File: src/sv/ced_pkg.sv
// Shared types and constants for the capped edit distance unit.
// No dependencies; used by ced_cell and capped_edit_distance_unit.
`timescale 1ns / 1ps

package ced_pkg;

  localparam int MODE_W     = 2;
  localparam int CH_W       = 8;
  localparam int LIMIT_W    = 6;
  localparam int DIST_W     = 7;
  localparam int IN_W       = 16;  // ch + limit, padded to whole bytes
  localparam int IN_USER_W  = 2;   // mode
  localparam int OUT_W      = 8;   // distance, padded to whole bytes
  localparam int OUT_USER_W = 1;   // truncated

  typedef enum logic [MODE_W-1:0] {
    MODE_APPEND_A = 2'd0,
    MODE_APPEND_B = 2'd1,
    MODE_COMPUTE  = 2'd2,
    MODE_UNUSED   = 2'd3
  } mode_t;

  typedef enum logic [5:0] {
    ST_IDLE   = 6'b000001,
    ST_START  = 6'b000010,
    ST_ROW    = 6'b000100,
    ST_CELL   = 6'b001000,
    ST_ROWEND = 6'b010000,
    ST_FIN    = 6'b100000
  } state_t;

endpackage

File: src/sv/ced_ram.sv
// Generic single-write, single-read RAM with registered read data.
// No dependencies.
`timescale 1ns / 1ps

module ced_ram #(
  parameter int WIDTH = 8,
  parameter int DEPTH = 64
) (
  input  logic                                     clk,
  input  logic                                     we,
  input  logic [((DEPTH > 1) ? $clog2(DEPTH) : 1)-1:0] waddr,
  input  logic [WIDTH-1:0]                         wdata,
  input  logic [((DEPTH > 1) ? $clog2(DEPTH) : 1)-1:0] raddr,
  output logic [WIDTH-1:0]                         rdata
);

  logic [WIDTH-1:0] mem [DEPTH];

  always_ff @(posedge clk) begin
    if (we) begin
      mem[waddr] <= wdata;
    end
    rdata <= mem[raddr];
  end

endmodule

File: src/sv/ced_cell.sv
// One dynamic-programming cell: min(up+1, left+1, diag+mismatch).
// Depends on ced_pkg for the character width.
`timescale 1ns / 1ps

module ced_cell #(
  parameter int LW = 6
) (
  input  logic [LW-1:0]            up,
  input  logic [LW-1:0]            diag,
  input  logic [LW-1:0]            left,
  input  logic [ced_pkg::CH_W-1:0] ch_a,
  input  logic [ced_pkg::CH_W-1:0] ch_b,
  output logic [LW-1:0]            cost
);

  logic [LW:0] up_inc;
  logic [LW:0] left_inc;
  logic [LW:0] sub;
  logic [LW:0] m1;
  logic [LW:0] m2;

  always_comb begin
    up_inc   = {1'b0, up} + {{LW{1'b0}}, 1'b1};
    left_inc = {1'b0, left} + {{LW{1'b0}}, 1'b1};
    sub      = {1'b0, diag} + {{LW{1'b0}}, (ch_a != ch_b)};
    m1       = (up_inc < left_inc) ? up_inc : left_inc;
    m2       = (m1 < sub) ? m1 : sub;
    // a cell never exceeds the longer prefix length, so the top bit is zero
    cost     = m2[LW-1:0];
  end

endmodule

File: src/sv/capped_edit_distance_unit.sv
// Capped Levenshtein distance: string stores, row store, sequencer and output register.
// Depends on ced_pkg, ced_ram and ced_cell.
//
//   channel | dir | tdata (low bit first)     | tuser        | moves
//   s_axis  | in  | ch[7:0] limit[13:8]       | mode[1:0]    | one load or compute transfer
//   m_axis  | out | distance[6:0]             | truncated[0] | one result per compute
//
// Load transfers are accepted while idle. After a compute transfer tready stays low
// through one start state, per row a setup state, one cell state per character of the
// second string and a row-end check, then a finish state; the single shared cell unit
// visits one cell per cycle against the row RAM. The length cutoff or an empty first
// string skips the walk; a row-minimum cutoff ends it at that row end.
// Reset clears lengths, the overflow flag, the sequencer and the output valid.
// The result waits in the output register; a new compute finishes only
// after the previous result has been taken.
`timescale 1ns / 1ps

module capped_edit_distance_unit #(
  parameter int MAX_LEN = 63
) (
  input  logic                           clk,
  input  logic                           rst,
  input  logic                           s_axis_tvalid,
  output logic                           s_axis_tready,
  input  logic [ced_pkg::IN_W-1:0]       s_axis_tdata,   // ch, limit
  input  logic [ced_pkg::IN_USER_W-1:0]  s_axis_tuser,   // mode
  output logic                           m_axis_tvalid,
  input  logic                           m_axis_tready,
  output logic [ced_pkg::OUT_W-1:0]      m_axis_tdata,   // distance
  output logic [ced_pkg::OUT_USER_W-1:0] m_axis_tuser    // truncated
);

  localparam int LW  = $clog2(MAX_LEN + 1);
  localparam int SAW = (MAX_LEN > 1) ? $clog2(MAX_LEN) : 1;
  localparam int CW  = (LW > ced_pkg::DIST_W) ? LW : ced_pkg::DIST_W;
  localparam int DW  = ced_pkg::DIST_W;

  ced_pkg::state_t state;

  logic [ced_pkg::MODE_W-1:0]  in_mode;
  logic [ced_pkg::CH_W-1:0]    in_ch;
  logic [ced_pkg::LIMIT_W-1:0] in_limit;
  logic                        in_xfer;
  logic                        out_free;

  logic [LW-1:0] la;
  logic [LW-1:0] lb;
  logic          ovf;
  logic [ced_pkg::LIMIT_W-1:0] lim;
  logic [LW-1:0] i;
  logic [LW-1:0] j;
  logic [LW-1:0] diag;
  logic [LW-1:0] left;
  logic [LW-1:0] row_min;
  logic          first_row;
  logic [ced_pkg::DIST_W-1:0] res;

  logic [ced_pkg::DIST_W-1:0] lim_plus;
  logic [LW-1:0] diff;
  logic [LW-1:0] up;
  logic [LW-1:0] cost;

  logic [SAW-1:0]          a_raddr;
  logic [SAW-1:0]          b_raddr;
  logic [LW-1:0]           row_raddr;
  logic [ced_pkg::CH_W-1:0] a_rd;
  logic [ced_pkg::CH_W-1:0] b_rd;
  logic [LW-1:0]           row_rd;
  logic                    a_we;
  logic                    b_we;
  logic                    row_we;

  assign in_mode  = s_axis_tuser[ced_pkg::MODE_W-1:0];
  assign in_ch    = s_axis_tdata[ced_pkg::CH_W-1:0];
  assign in_limit = s_axis_tdata[ced_pkg::CH_W +: ced_pkg::LIMIT_W];

  assign s_axis_tready = (state == ced_pkg::ST_IDLE);
  assign in_xfer       = s_axis_tvalid && s_axis_tready;
  assign out_free      = !m_axis_tvalid || m_axis_tready;

  assign a_we = in_xfer && (in_mode == ced_pkg::MODE_APPEND_A) && (la < LW'(MAX_LEN));
  assign b_we = in_xfer && (in_mode == ced_pkg::MODE_APPEND_B) && (lb < LW'(MAX_LEN));

  assign lim_plus = {1'b0, lim} + {{(ced_pkg::DIST_W-1){1'b0}}, 1'b1};
  assign diff     = (la > lb) ? (la - lb) : (lb - la);

  // row i-1 reads from the store, except the first row which is 0..lb
  assign up = first_row ? j : row_rd;

  // prime reads in ROW for cell 1, then run one cell ahead
  assign a_raddr   = SAW'(i - {{(LW-1){1'b0}}, 1'b1});
  assign b_raddr   = (state == ced_pkg::ST_CELL) ? SAW'(j) : '0;
  assign row_raddr = (state == ced_pkg::ST_CELL) ? (j + {{(LW-1){1'b0}}, 1'b1})
                                                 : {{(LW-1){1'b0}}, 1'b1};
  assign row_we    = (state == ced_pkg::ST_CELL);

  ced_ram #(.WIDTH(ced_pkg::CH_W), .DEPTH(MAX_LEN)) u_a_ram (
    .clk   (clk),
    .we    (a_we),
    .waddr (SAW'(la)),
    .wdata (in_ch),
    .raddr (a_raddr),
    .rdata (a_rd)
  );

  ced_ram #(.WIDTH(ced_pkg::CH_W), .DEPTH(MAX_LEN)) u_b_ram (
    .clk   (clk),
    .we    (b_we),
    .waddr (SAW'(lb)),
    .wdata (in_ch),
    .raddr (b_raddr),
    .rdata (b_rd)
  );

  ced_ram #(.WIDTH(LW), .DEPTH(MAX_LEN + 1)) u_row_ram (
    .clk   (clk),
    .we    (row_we),
    .waddr (j),
    .wdata (cost),
    .raddr (row_raddr),
    .rdata (row_rd)
  );

  ced_cell #(.LW(LW)) u_cell (
    .up   (up),
    .diag (diag),
    .left (left),
    .ch_a (a_rd),
    .ch_b (b_rd),
    .cost (cost)
  );

  always_ff @(posedge clk) begin
    if (rst) begin
      state         <= ced_pkg::ST_IDLE;
      la            <= '0;
      lb            <= '0;
      ovf           <= 1'b0;
      m_axis_tvalid <= 1'b0;
      first_row     <= 1'b0;
    end else begin
      if ((state == ced_pkg::ST_FIN) && out_free) begin
        m_axis_tvalid <= 1'b1;
      end else if (m_axis_tready) begin
        m_axis_tvalid <= 1'b0;
      end
      case (state)
        ced_pkg::ST_IDLE: begin
          if (in_xfer) begin
            case (in_mode)
              ced_pkg::MODE_APPEND_A: begin
                if (a_we) la <= la + {{(LW-1){1'b0}}, 1'b1};
                else      ovf <= 1'b1;
              end
              ced_pkg::MODE_APPEND_B: begin
                if (b_we) lb <= lb + {{(LW-1){1'b0}}, 1'b1};
                else      ovf <= 1'b1;
              end
              ced_pkg::MODE_COMPUTE: begin
                lim   <= in_limit;
                state <= ced_pkg::ST_START;
              end
              default: begin
              end
            endcase
          end
        end
        ced_pkg::ST_START: begin
          if (CW'(diff) > CW'(lim)) begin
            res   <= lim_plus;
            state <= ced_pkg::ST_FIN;
          end else if (la == '0) begin
            res   <= DW'(lb);
            state <= ced_pkg::ST_FIN;
          end else begin
            i         <= {{(LW-1){1'b0}}, 1'b1};
            first_row <= 1'b1;
            state     <= ced_pkg::ST_ROW;
          end
        end
        ced_pkg::ST_ROW: begin
          diag    <= i - {{(LW-1){1'b0}}, 1'b1};
          left    <= i;
          row_min <= i;
          j       <= {{(LW-1){1'b0}}, 1'b1};
          state   <= (lb == '0) ? ced_pkg::ST_ROWEND : ced_pkg::ST_CELL;
        end
        ced_pkg::ST_CELL: begin
          diag    <= up;
          left    <= cost;
          row_min <= (cost < row_min) ? cost : row_min;
          j       <= j + {{(LW-1){1'b0}}, 1'b1};
          if (j == lb) state <= ced_pkg::ST_ROWEND;
        end
        ced_pkg::ST_ROWEND: begin
          if (CW'(row_min) > CW'(lim)) begin
            res   <= lim_plus;
            state <= ced_pkg::ST_FIN;
          end else if (i == la) begin
            res   <= (CW'(left) > CW'(lim)) ? lim_plus : DW'(left);
            state <= ced_pkg::ST_FIN;
          end else begin
            i         <= i + {{(LW-1){1'b0}}, 1'b1};
            first_row <= 1'b0;
            state     <= ced_pkg::ST_ROW;
          end
        end
        ced_pkg::ST_FIN: begin
          // hold until the output register is free, then clear the pair
          if (out_free) begin
            m_axis_tdata  <= {{(ced_pkg::OUT_W-ced_pkg::DIST_W){1'b0}}, res};
            m_axis_tuser  <= ovf;
            la            <= '0;
            lb            <= '0;
            ovf           <= 1'b0;
            state         <= ced_pkg::ST_IDLE;
          end
        end
        default: begin
          state <= ced_pkg::ST_IDLE;
        end
      endcase
    end
  end

  a_cell_in_range: assert property (@(posedge clk) disable iff (rst)
    (state == ced_pkg::ST_CELL) |-> (j != '0 && j <= lb))
    else $error("cell column outside second string");

  a_row_in_range: assert property (@(posedge clk) disable iff (rst)
    (state == ced_pkg::ST_ROW) |-> (i != '0 && i <= la))
    else $error("row index outside first string");

  a_row_min_bound: assert property (@(posedge clk) disable iff (rst)
    (state == ced_pkg::ST_CELL) |-> (row_min <= i))
    else $error("row minimum above column-zero value");

  a_result_capped: assert property (@(posedge clk) disable iff (rst)
    (state == ced_pkg::ST_FIN) |-> (res <= lim_plus))
    else $error("result above limit plus one");

endmodule
File: config.mk
export PLATFORM = sky130hd
export DESIGN_NAME = capped_edit_distance_unit
export DESIGN_NICKNAME = d
export VERILOG_FILES = /design/src/sv/ced_pkg.sv /design/src/sv/ced_ram.sv /design/src/sv/ced_cell.sv /design/src/sv/capped_edit_distance_unit.sv
export SDC_FILE = /design/constraint.sdc
export NUM_CORES = 2
export LEC_CHECK = 0
export ABC_AREA = 0
export BUFFER_PORTS_ARGS = -buffer_cell sky130_fd_sc_hd__buf_2
export CAP_MARGIN = 20
export CORE_UTILIZATION = 32
export CTS_CLUSTER_SIZE = 40
export DETAILED_ROUTE_END_ITERATION = 10
export GPL_ROUTABILITY_DRIVEN = 0
export PLACE_DENSITY = 0.55
export SYNTH_ARGS = -nofsm -noshare
export SYNTH_HDL_FRONTEND = slang
export SYNTH_SLANG_ARGS = --single-unit
File: constraint.sdc
create_clock -name clk -period 10.42 [get_ports clk]
set_input_delay 0.521 -clock clk [delete_from_list [all_inputs] [get_ports clk]]
set_output_delay 0.521 -clock clk [all_outputs]
set_load 0.005 [all_outputs]
After elaboration in Yosys (flattened, before gate mapping)
Memory sizes are Yosys's and may differ from the RTL's. A register that Yosys moved wholly into a read port is not among the register bits.
Cells that the tools add are included.
{"block": "op_classes", "reduce_logical": 26, "muxes": 60, "n_eq_ne": 29, "n_bitwise": 1, "addsub": 11, "order_cmp": 9}
{"cell": "$mux W6", "n": 25}
{"cell": "$pmux W6 S2", "n": 7}
{"cell": "$mux W7", "n": 6}
{"cell": "$pmux W6 S6", "n": 1}
{"cell": "$add A6 B1 Y6 const B", "n": 4}
{"cell": "$gt A6 B6 Y1", "n": 4}
{"cell": "$add A6 B1 Y7 const B", "n": 3}
{"cell": "$mux W1", "n": 16}
{"cell": "$ne A2 B1 Y1 const B", "n": 8}
{"cell": "$reduce_and A5 Y1", "n": 3}
{"cell": "$lt A7 B7 Y1", "n": 2}
{"cell": "$pmux W7 S2", "n": 1}
{"cell": "$eq A6 B6 Y1", "n": 2}
{"cell": "$logic_not A6 Y1", "n": 2}
{"cell": "$lt A6 B6 Y1 const B", "n": 2}
{"cell": "$ne A3 B3 Y1 const B", "n": 4}
{"cell": "$reduce_and A4 Y1", "n": 3}
{"cell": "$reduce_and A6 Y1", "n": 2}
{"cell": "$sub A6 B6 Y6", "n": 2}
{"cell": "$ne A2 B2 Y1 const B", "n": 5}
{"cell": "$ne A8 B8 Y1", "n": 1}
{"cell": "$reduce_bool A2 Y1", "n": 4}
{"cell": "$add A6 B1 Y7", "n": 1}
{"cell": "$eq A6 B1 Y1 const B", "n": 1}
{"cell": "19 further kinds", "n": 27}
{"block": "word_totals", "ramBits": 1392, "reg_bits": 72, "input_bits": 22, "word_cells": 154, "n_memories": 3, "output_inout_bits": 11}
{"name": "u_a_ram.mem", "depth": 63, "width": 8, "read_ports": 1, "rd_ports_with_merged_regs": 1, "wr": 1, "line_no": "ced_ram.sv:17", "text": "logic [WIDTH-1:0] mem [DEPTH];"}
{"name": "u_b_ram.mem", "depth": 63, "width": 8, "read_ports": 1, "rd_ports_with_merged_regs": 1, "wr": 1, "line_no": "ced_ram.sv:17"}
{"name": "u_row_ram.mem", "depth": 64, "width": 6, "read_ports": 1, "rd_ports_with_merged_regs": 1, "wr": 1, "line_no": "ced_ram.sv:17"}

Longest topological paths before layout
{"block": "depth", "ltp_word": 9, "mapped_depth": 27, "ltp_nobuf": 26}

Hierarchy
A second synthesis with hierarchy kept.
{"block": "hier_totals", "cells_unflattened": 3186, "hier_area_um2": 60317.8}
{"mod": "ced_ram (u_a_ram)", "seq_area_each_um2": 15294.7, "cells_each": 956, "area_each_um2": 19837.8, "instances": 1}
{"mod": "ced_ram (u_b_ram)", "seq_area_each_um2": 15294.7, "cells_each": 949, "area_each_um2": 19806.5, "instances": 1}
{"mod": "ced_ram (u_row_ram)", "seq_area_each_um2": 11651.2, "cells_each": 720, "area_each_um2": 15225.9, "instances": 1}
{"mod": "capped_edit_distance_unit", "seq_area_each_um2": 1951.9, "cells_each": 458, "area_each_um2": 4645.7, "instances": 1}
{"mod": "ced_cell", "seq_area_each_um2": 0.0, "cells_each": 103, "area_each_um2": 802.0, "instances": 1}

Worst setup path before layout
OpenSTA, ideal clock, no wires.
{"block": "synth_path", "path_kind": "reg-to-reg", "start": "register j[2]", "end": "register row_min[0] (enable)", "slack_ps": 2803, "required_time_ps": 10047, "t_arrival_ps": 7245, "path_stages_with_launch": 26, "period_less_slack_ps": 7617, "setup_ps": 373, "path_buffers": 1, "path_cell_list": "edfxtp_1 -> buf_1 -> mux2i_1 -> nor3_1 -> nand2_1 -> xnor2_1 -> inv_1 -> ha_1 -> nand4_1 -> a211oi_1 -> nor2_1 -> mux2_2 -> inv_1 -> ha_1 -> a21o_1 -> a21o_1 -> a21o_1 -> nor2_1 -> a21oi_1 -> mux2i_1 -> ha_1 -> a21o_1 -> a21o_1 -> a21oi_1 -> o211ai_1 -> a31oi_1"}
{"block": "synth_via", "elab_chain_len": 9}
{"element": "from (decl)", "line_no": "capped_edit_distance_unit.sv:51", "text": "logic [LW-1:0] j;"}
{"element": "from (signal assigned)", "line_no": "capped_edit_distance_unit.sv:185", "text": "j <= {{(LW-1){1'b0}}, 1'b1};"}
{"element": "from (signal assigned)", "line_no": "capped_edit_distance_unit.sv:192", "text": "j <= j + {{(LW-1){1'b0}}, 1'b1};"}
{"element": "$mux W6 *", "line_no": "capped_edit_distance_unit.sv:88", "text": "assign up = first_row ? j : row_rd;"}
{"element": "$add A6 B1 Y7 *", "line_no": "ced_cell.sv:23", "text": "up_inc = {1'b0, up} + {{LW{1'b0}}, 1'b1};"}
{"element": "$lt A7 B7 Y1", "line_no": "ced_cell.sv:26", "text": "m1 = (up_inc < left_inc) ? up_inc : left_inc;"}
{"element": "$mux W7 *", "line_no": "ced_cell.sv:26"}
{"element": "$lt A7 B7 Y1", "line_no": "ced_cell.sv:27", "text": "m2 = (m1 < sub) ? m1 : sub;"}
{"element": "$mux W6 *", "line_no": "ced_cell.sv:27"}
{"element": "named net cost[3]", "line_no": "capped_edit_distance_unit.sv:61", "text": "logic [LW-1:0] cost;"}
{"element": "$lt A6 B6 Y1 *", "line_no": "capped_edit_distance_unit.sv:191", "text": "row_min <= (cost < row_min) ? cost : row_min;"}
{"element": "$ne A2 B1 Y1 (no source line) *"}
{"element": "$reduce_and A3 Y1 (no source line) *"}
{"element": "to (signal assigned)", "line_no": "capped_edit_distance_unit.sv:184", "text": "row_min <= i;"}
{"element": "to (signal assigned)", "line_no": "capped_edit_distance_unit.sv:191"}
{"element": "to (decl)", "line_no": "capped_edit_distance_unit.sv:54", "text": "logic [LW-1:0] row_min;"}
The timed path passes the listed nets; every way through them passes the cells marked *.
A chain may end at the register's enable or synchronous reset.

Worst setup path in the final report
{"block": "layout_path", "start": "register first_row", "end": "register row_min[4] (enable)"}
{"block": "layout_via", "elab_chain_len": 9}
{"element": "from (decl)", "line_no": "capped_edit_distance_unit.sv:55", "text": "logic first_row;"}
{"element": "from (signal assigned)", "line_no": "capped_edit_distance_unit.sv:140", "text": "first_row <= 1'b0;"}
{"element": "from (signal assigned)", "line_no": "capped_edit_distance_unit.sv:177", "text": "first_row <= 1'b1;"}
{"element": "from (signal assigned)", "line_no": "capped_edit_distance_unit.sv:204", "text": "first_row <= 1'b0;"}
{"element": "$mux W6 *", "line_no": "capped_edit_distance_unit.sv:88"}
{"element": "$add A6 B1 Y7 *", "line_no": "ced_cell.sv:23"}
{"element": "$lt A7 B7 Y1", "line_no": "ced_cell.sv:26"}
{"element": "$mux W7 *", "line_no": "ced_cell.sv:26"}
{"element": "$lt A7 B7 Y1", "line_no": "ced_cell.sv:27"}
{"element": "$mux W6 *", "line_no": "ced_cell.sv:27"}
{"element": "named net cost[3]", "line_no": "capped_edit_distance_unit.sv:61"}
{"element": "$lt A6 B6 Y1 *", "line_no": "capped_edit_distance_unit.sv:191"}
{"element": "$ne A2 B1 Y1 (no source line) *"}
{"element": "$reduce_and A3 Y1 (no source line) *"}
Marked as above.

==> key figures <==
Run status
  • Status: finished, final reports clean

Floorplanning
  • Die X: 437 µm
  • Site Rows: 159
  • Full die area: 191,000 µm²
  • I/O pins: 33
  • Core footprint: 188,000 µm²
  • Die Y: approximately 440 µm
  • Starting Density: between 30% and 40%

Critical path
  • Worst r2r src: first_row
  • Crit start category: flip-flop
  • Most frequent CP cell: a21o_1
  • Crit Path Class: reg2reg
  • WP data required: 10.86 ns
  • Worst reg2reg path depth: 26
  • Crit path max fanout: 66
  • CP max stage delay: 0.80 ns
  • Setup crit end kind: flip-flop
  • RR Endpoint: row_min[4]
  • Reg2reg setup slack: 2.85 ns
  • Crit path arrival time: 8.00 ns
  • Worst path slowest cell: a21oi_1

Synth
  • Mapped Nets: about 3,700
  • Warnings from Yosys: 0
  • Ys async rst share: 0%
  • Seq/Total Area, Yosys: 73.0%
  • Top post-synthesis cells by area: edfxtp_1, mux4_2, mux2i_1
  • Cell taking the most area after synthesis: edfxtp_1
  • Yosys cell types: 76
  • Synthesized area per cell: 16.5 µm²
  • Synthesized instance count: 3,663
  • Number of synthesized flops with an enable pin: 1,443
  • Yosys reg bits: 1,486
  • Most used DFF post-synth: edfxtp_1
  • Share of the synthesized area in the top cell type: 71.5%
  • Mapped Area: a little over 60,000 µm²

STA
  • Max-slew violation count: 0
  • Worst slew pin tran: between 1 and 1.5 ns
  • Relative slew slack: 29.8%
  • Clock Skews: 0.0380 ns
  • Hold Worst Slack: 0.0750 ns
  • Post-route setup TNS: 0 ns
  • Final critical-path required period: 7.57 ns
  • Fmax: 132 MHz
  • RSZ-0062 raised after global routing: false
  • Setup ws final: roughly 2.9 ns
  • Period utilization: about 73%
  • Endpoints failing setup: 0
  • Final Hold Viols: 0

Final layout
  • Finished Layout Cells: 6,323
  • Finished Core Util: between 30 and 40%
  • Fill count: 17,500
  • P&R area growth vs syn: 13.3%
  • Layout cells sized above 1: 14.9%
  • Fin area: 68,600 µm²
  • Layout net count: 3,783
  • Area of the multi-input gates: 15,300 µm²
  • Register area: 44,200 µm²

Global route
  • First-pass GRT wire length: 227 mm
  • GR Overflow Total: 0
  • Largest net degree at the start of global routing: 162
  • Tot GR Track Use: between 15 and 20%
  • Initial antenna violation count: 6
  • Vias in the first global route: 33,300

CTS
  • Num CTS Buffers: 155
  • Clk sinks: 1,486
  • Worst skew pair latency: 0.80 ns
  • Root Driver: clkbuf_16
  • Clk slew on worst S/H paths: 0.06 ns
  • CTS max path bufs: 3
  • CTS tree: done
  • H-tree levels: 4

Pwr
  • Leakage: 21.4 nW
  • Sw Share: between 20% and 30%
  • Reg power frac: 54.0%
  • Pwr Total: between 10 and 15 mW
  • Net Switching: 2.49 mW
  • PwrDens: 176 nW/µm²
  • Clk pwr share: 44.6%
  • Comb pwr share: 1.4%
  • Int Power: between 9 and 10 mW
  • VDD IR max: 0.000105 V

Routing
  • Overall routed net length: roughly 150 mm
  • Via count: 33,100
  • Routed Antenna Nets: 0
  • Iteration-0 DRC count of the detailed router: 3,126
  • Vias per cell: between 5 and 6
  • # DRC: 0
  • Drt first pass iters: 6
  • Wire per inst: 24.4 µm

Placed design
  • DP HPWL: 93.1 mm
  • Pre-CTS setup slack: between 2 and 3 ns
  • Dpl cells: between 6,000 and 7,000
  • IO Port Bufs: 29
  • Post-DP Area: 63,600 µm²

Run
  • Number of max-cap violations: 0

Hold path
  • Endpoint, Worst Hold: state[1]
  • Hold Path Depth: 2
  • Worst Hold Class: in2reg
  • Hold path start: s_axis_tuser[1]
## synthesized netlist by cell type (all sizes together), types with 25 or more instances
master,count
a211oi,66
a21oi,125
a221oi,46
a31oi,59
buf,73
clkbuf,143
dfxtp,43
edfxtp,1443
ha,58
inv,71
mux2,45
mux2i,120
mux4,194
nand2,219
nand3,90
nand4,46
nor2,283
nor3,47
o21ai,77
o221ai,64
o22ai,55
xnor2,36
xor2,25
## cells by family (layout without fill, tap and decap cells)
group                    after synthesis  count (layout)  share of synthesized area (%)
adder cells (fa/ha/maj)               60              60                           1.26
AND/OR/NAND/NOR                      793             793                           5.98
flip-flops                          1486            1486                           73.0
AO/OA/AOI/OAI                        609             609                           6.92
buffers and inverters                294             457                           1.96
other                                  1               3                        0.00619
multiplexers                         359             359                           10.0
XOR/XNOR                              61              61                          0.882
## worst max-delay path, delay by kind of cell (launching register included)
family	cells	cell delay [ns]
compound gates	11	2.62
buf+inv	4	0.85
fa+ha+maj	4	1.06
simple gates	3	0.54
mux	3	1.29
flops	1	0.66
xor+xnor	1	0.16
## per-layer routing
| metal | vias up | global-route usage [%] | part of all wire [%] |
|---|---|---|---|
| met5 | - | 0 | 0 |
| met4 | 0 | 5.01 | 3.0 |
| met3 | 260 | 2.92 | 5.9 |
| met2 | 1032 | 26.0 | 48 |
| met1 | 17100 | 21.4 | 43 |
| li1 | 14800 | - | - |
## how the worst max path moves through the flow
stage	start	to	slack, ns	cells past startpoint
floorplan	j[2]	row_min[0]	2.80	25
global placement	first_row	row_min[5]	2.83	26
detailed placement	first_row	row_min[3]	2.77	26
CTS	first_row	row_min[3]	2.76	26
global route	first_row	row_min[3]	2.15	26
finish	first_row	row_min[4]	2.85	26
## repair_timing
item	4_1_cts	5_1_grt
resized for setup	0	0
endpoints found under the hold margin	7	0
setup buffers	0	0
hold buffers	7	0
## placed cells by master, fill, tap and decap left out, types with 47 or more instances in the layout
master / netlist / layout
nand3_1: 90 / 89
o221ai_1: 64 / 64
o22ai_1: 55 / 55
nor2_1: 282 / 279
inv_1: 71 / 69
buf_4: 3 / 63
ha_1: 58 / 57
a31oi_1: 59 / 59
mux2i_1: 120 / 117
a211oi_1: 66 / 66
clkbuf_16: 0 / 156
a21oi_1: 125 / 125
edfxtp_1: 1443 / 1443
mux4_2: 194 / 194
o21ai_0: 76 / 76
clkinv_1: 6 / 47
nand2_1: 219 / 219
## power groups by stage
| stage | clock [mW] | sequential [mW] | combinational (mW) |
|---|---|---|---|
| floorplan | 0 | 6.66 | 0.0637 |
| global placement | 0 | 6.66 | 0.166 |
| detailed placement | 0 | 6.66 | 0.170 |
| CTS | 5.50 | 6.54 | 0.172 |
| global route | 5.72 | 6.53 | 0.185 |
| finish | 5.40 | 6.54 | 0.170 |
## sequential cells by signal (all words and copies together) (netlist names), 7 cells and up
name and flops:
m_axis_tdata 7, u_a_ram.mem 504, u_b_ram.mem 504, u_b_ram.rdata 8
u_row_ram.mem 384, res 7, u_a_ram.rdata 8
## cell type report
cell class / instances / share of cell area [%]
well taps: 2495 / 4.55
clock buffers: 192 / 5.91
flip-flops and latches: 1486 / 64.4
inverters: 78 / 0.450
repair buffers: 97 / 1.07
multi-input cells: 1883 / 22.3
clock inverters: 90 / 1.29
diodes: 2 / 0.00729
Power figures use the tool's default switching activity.
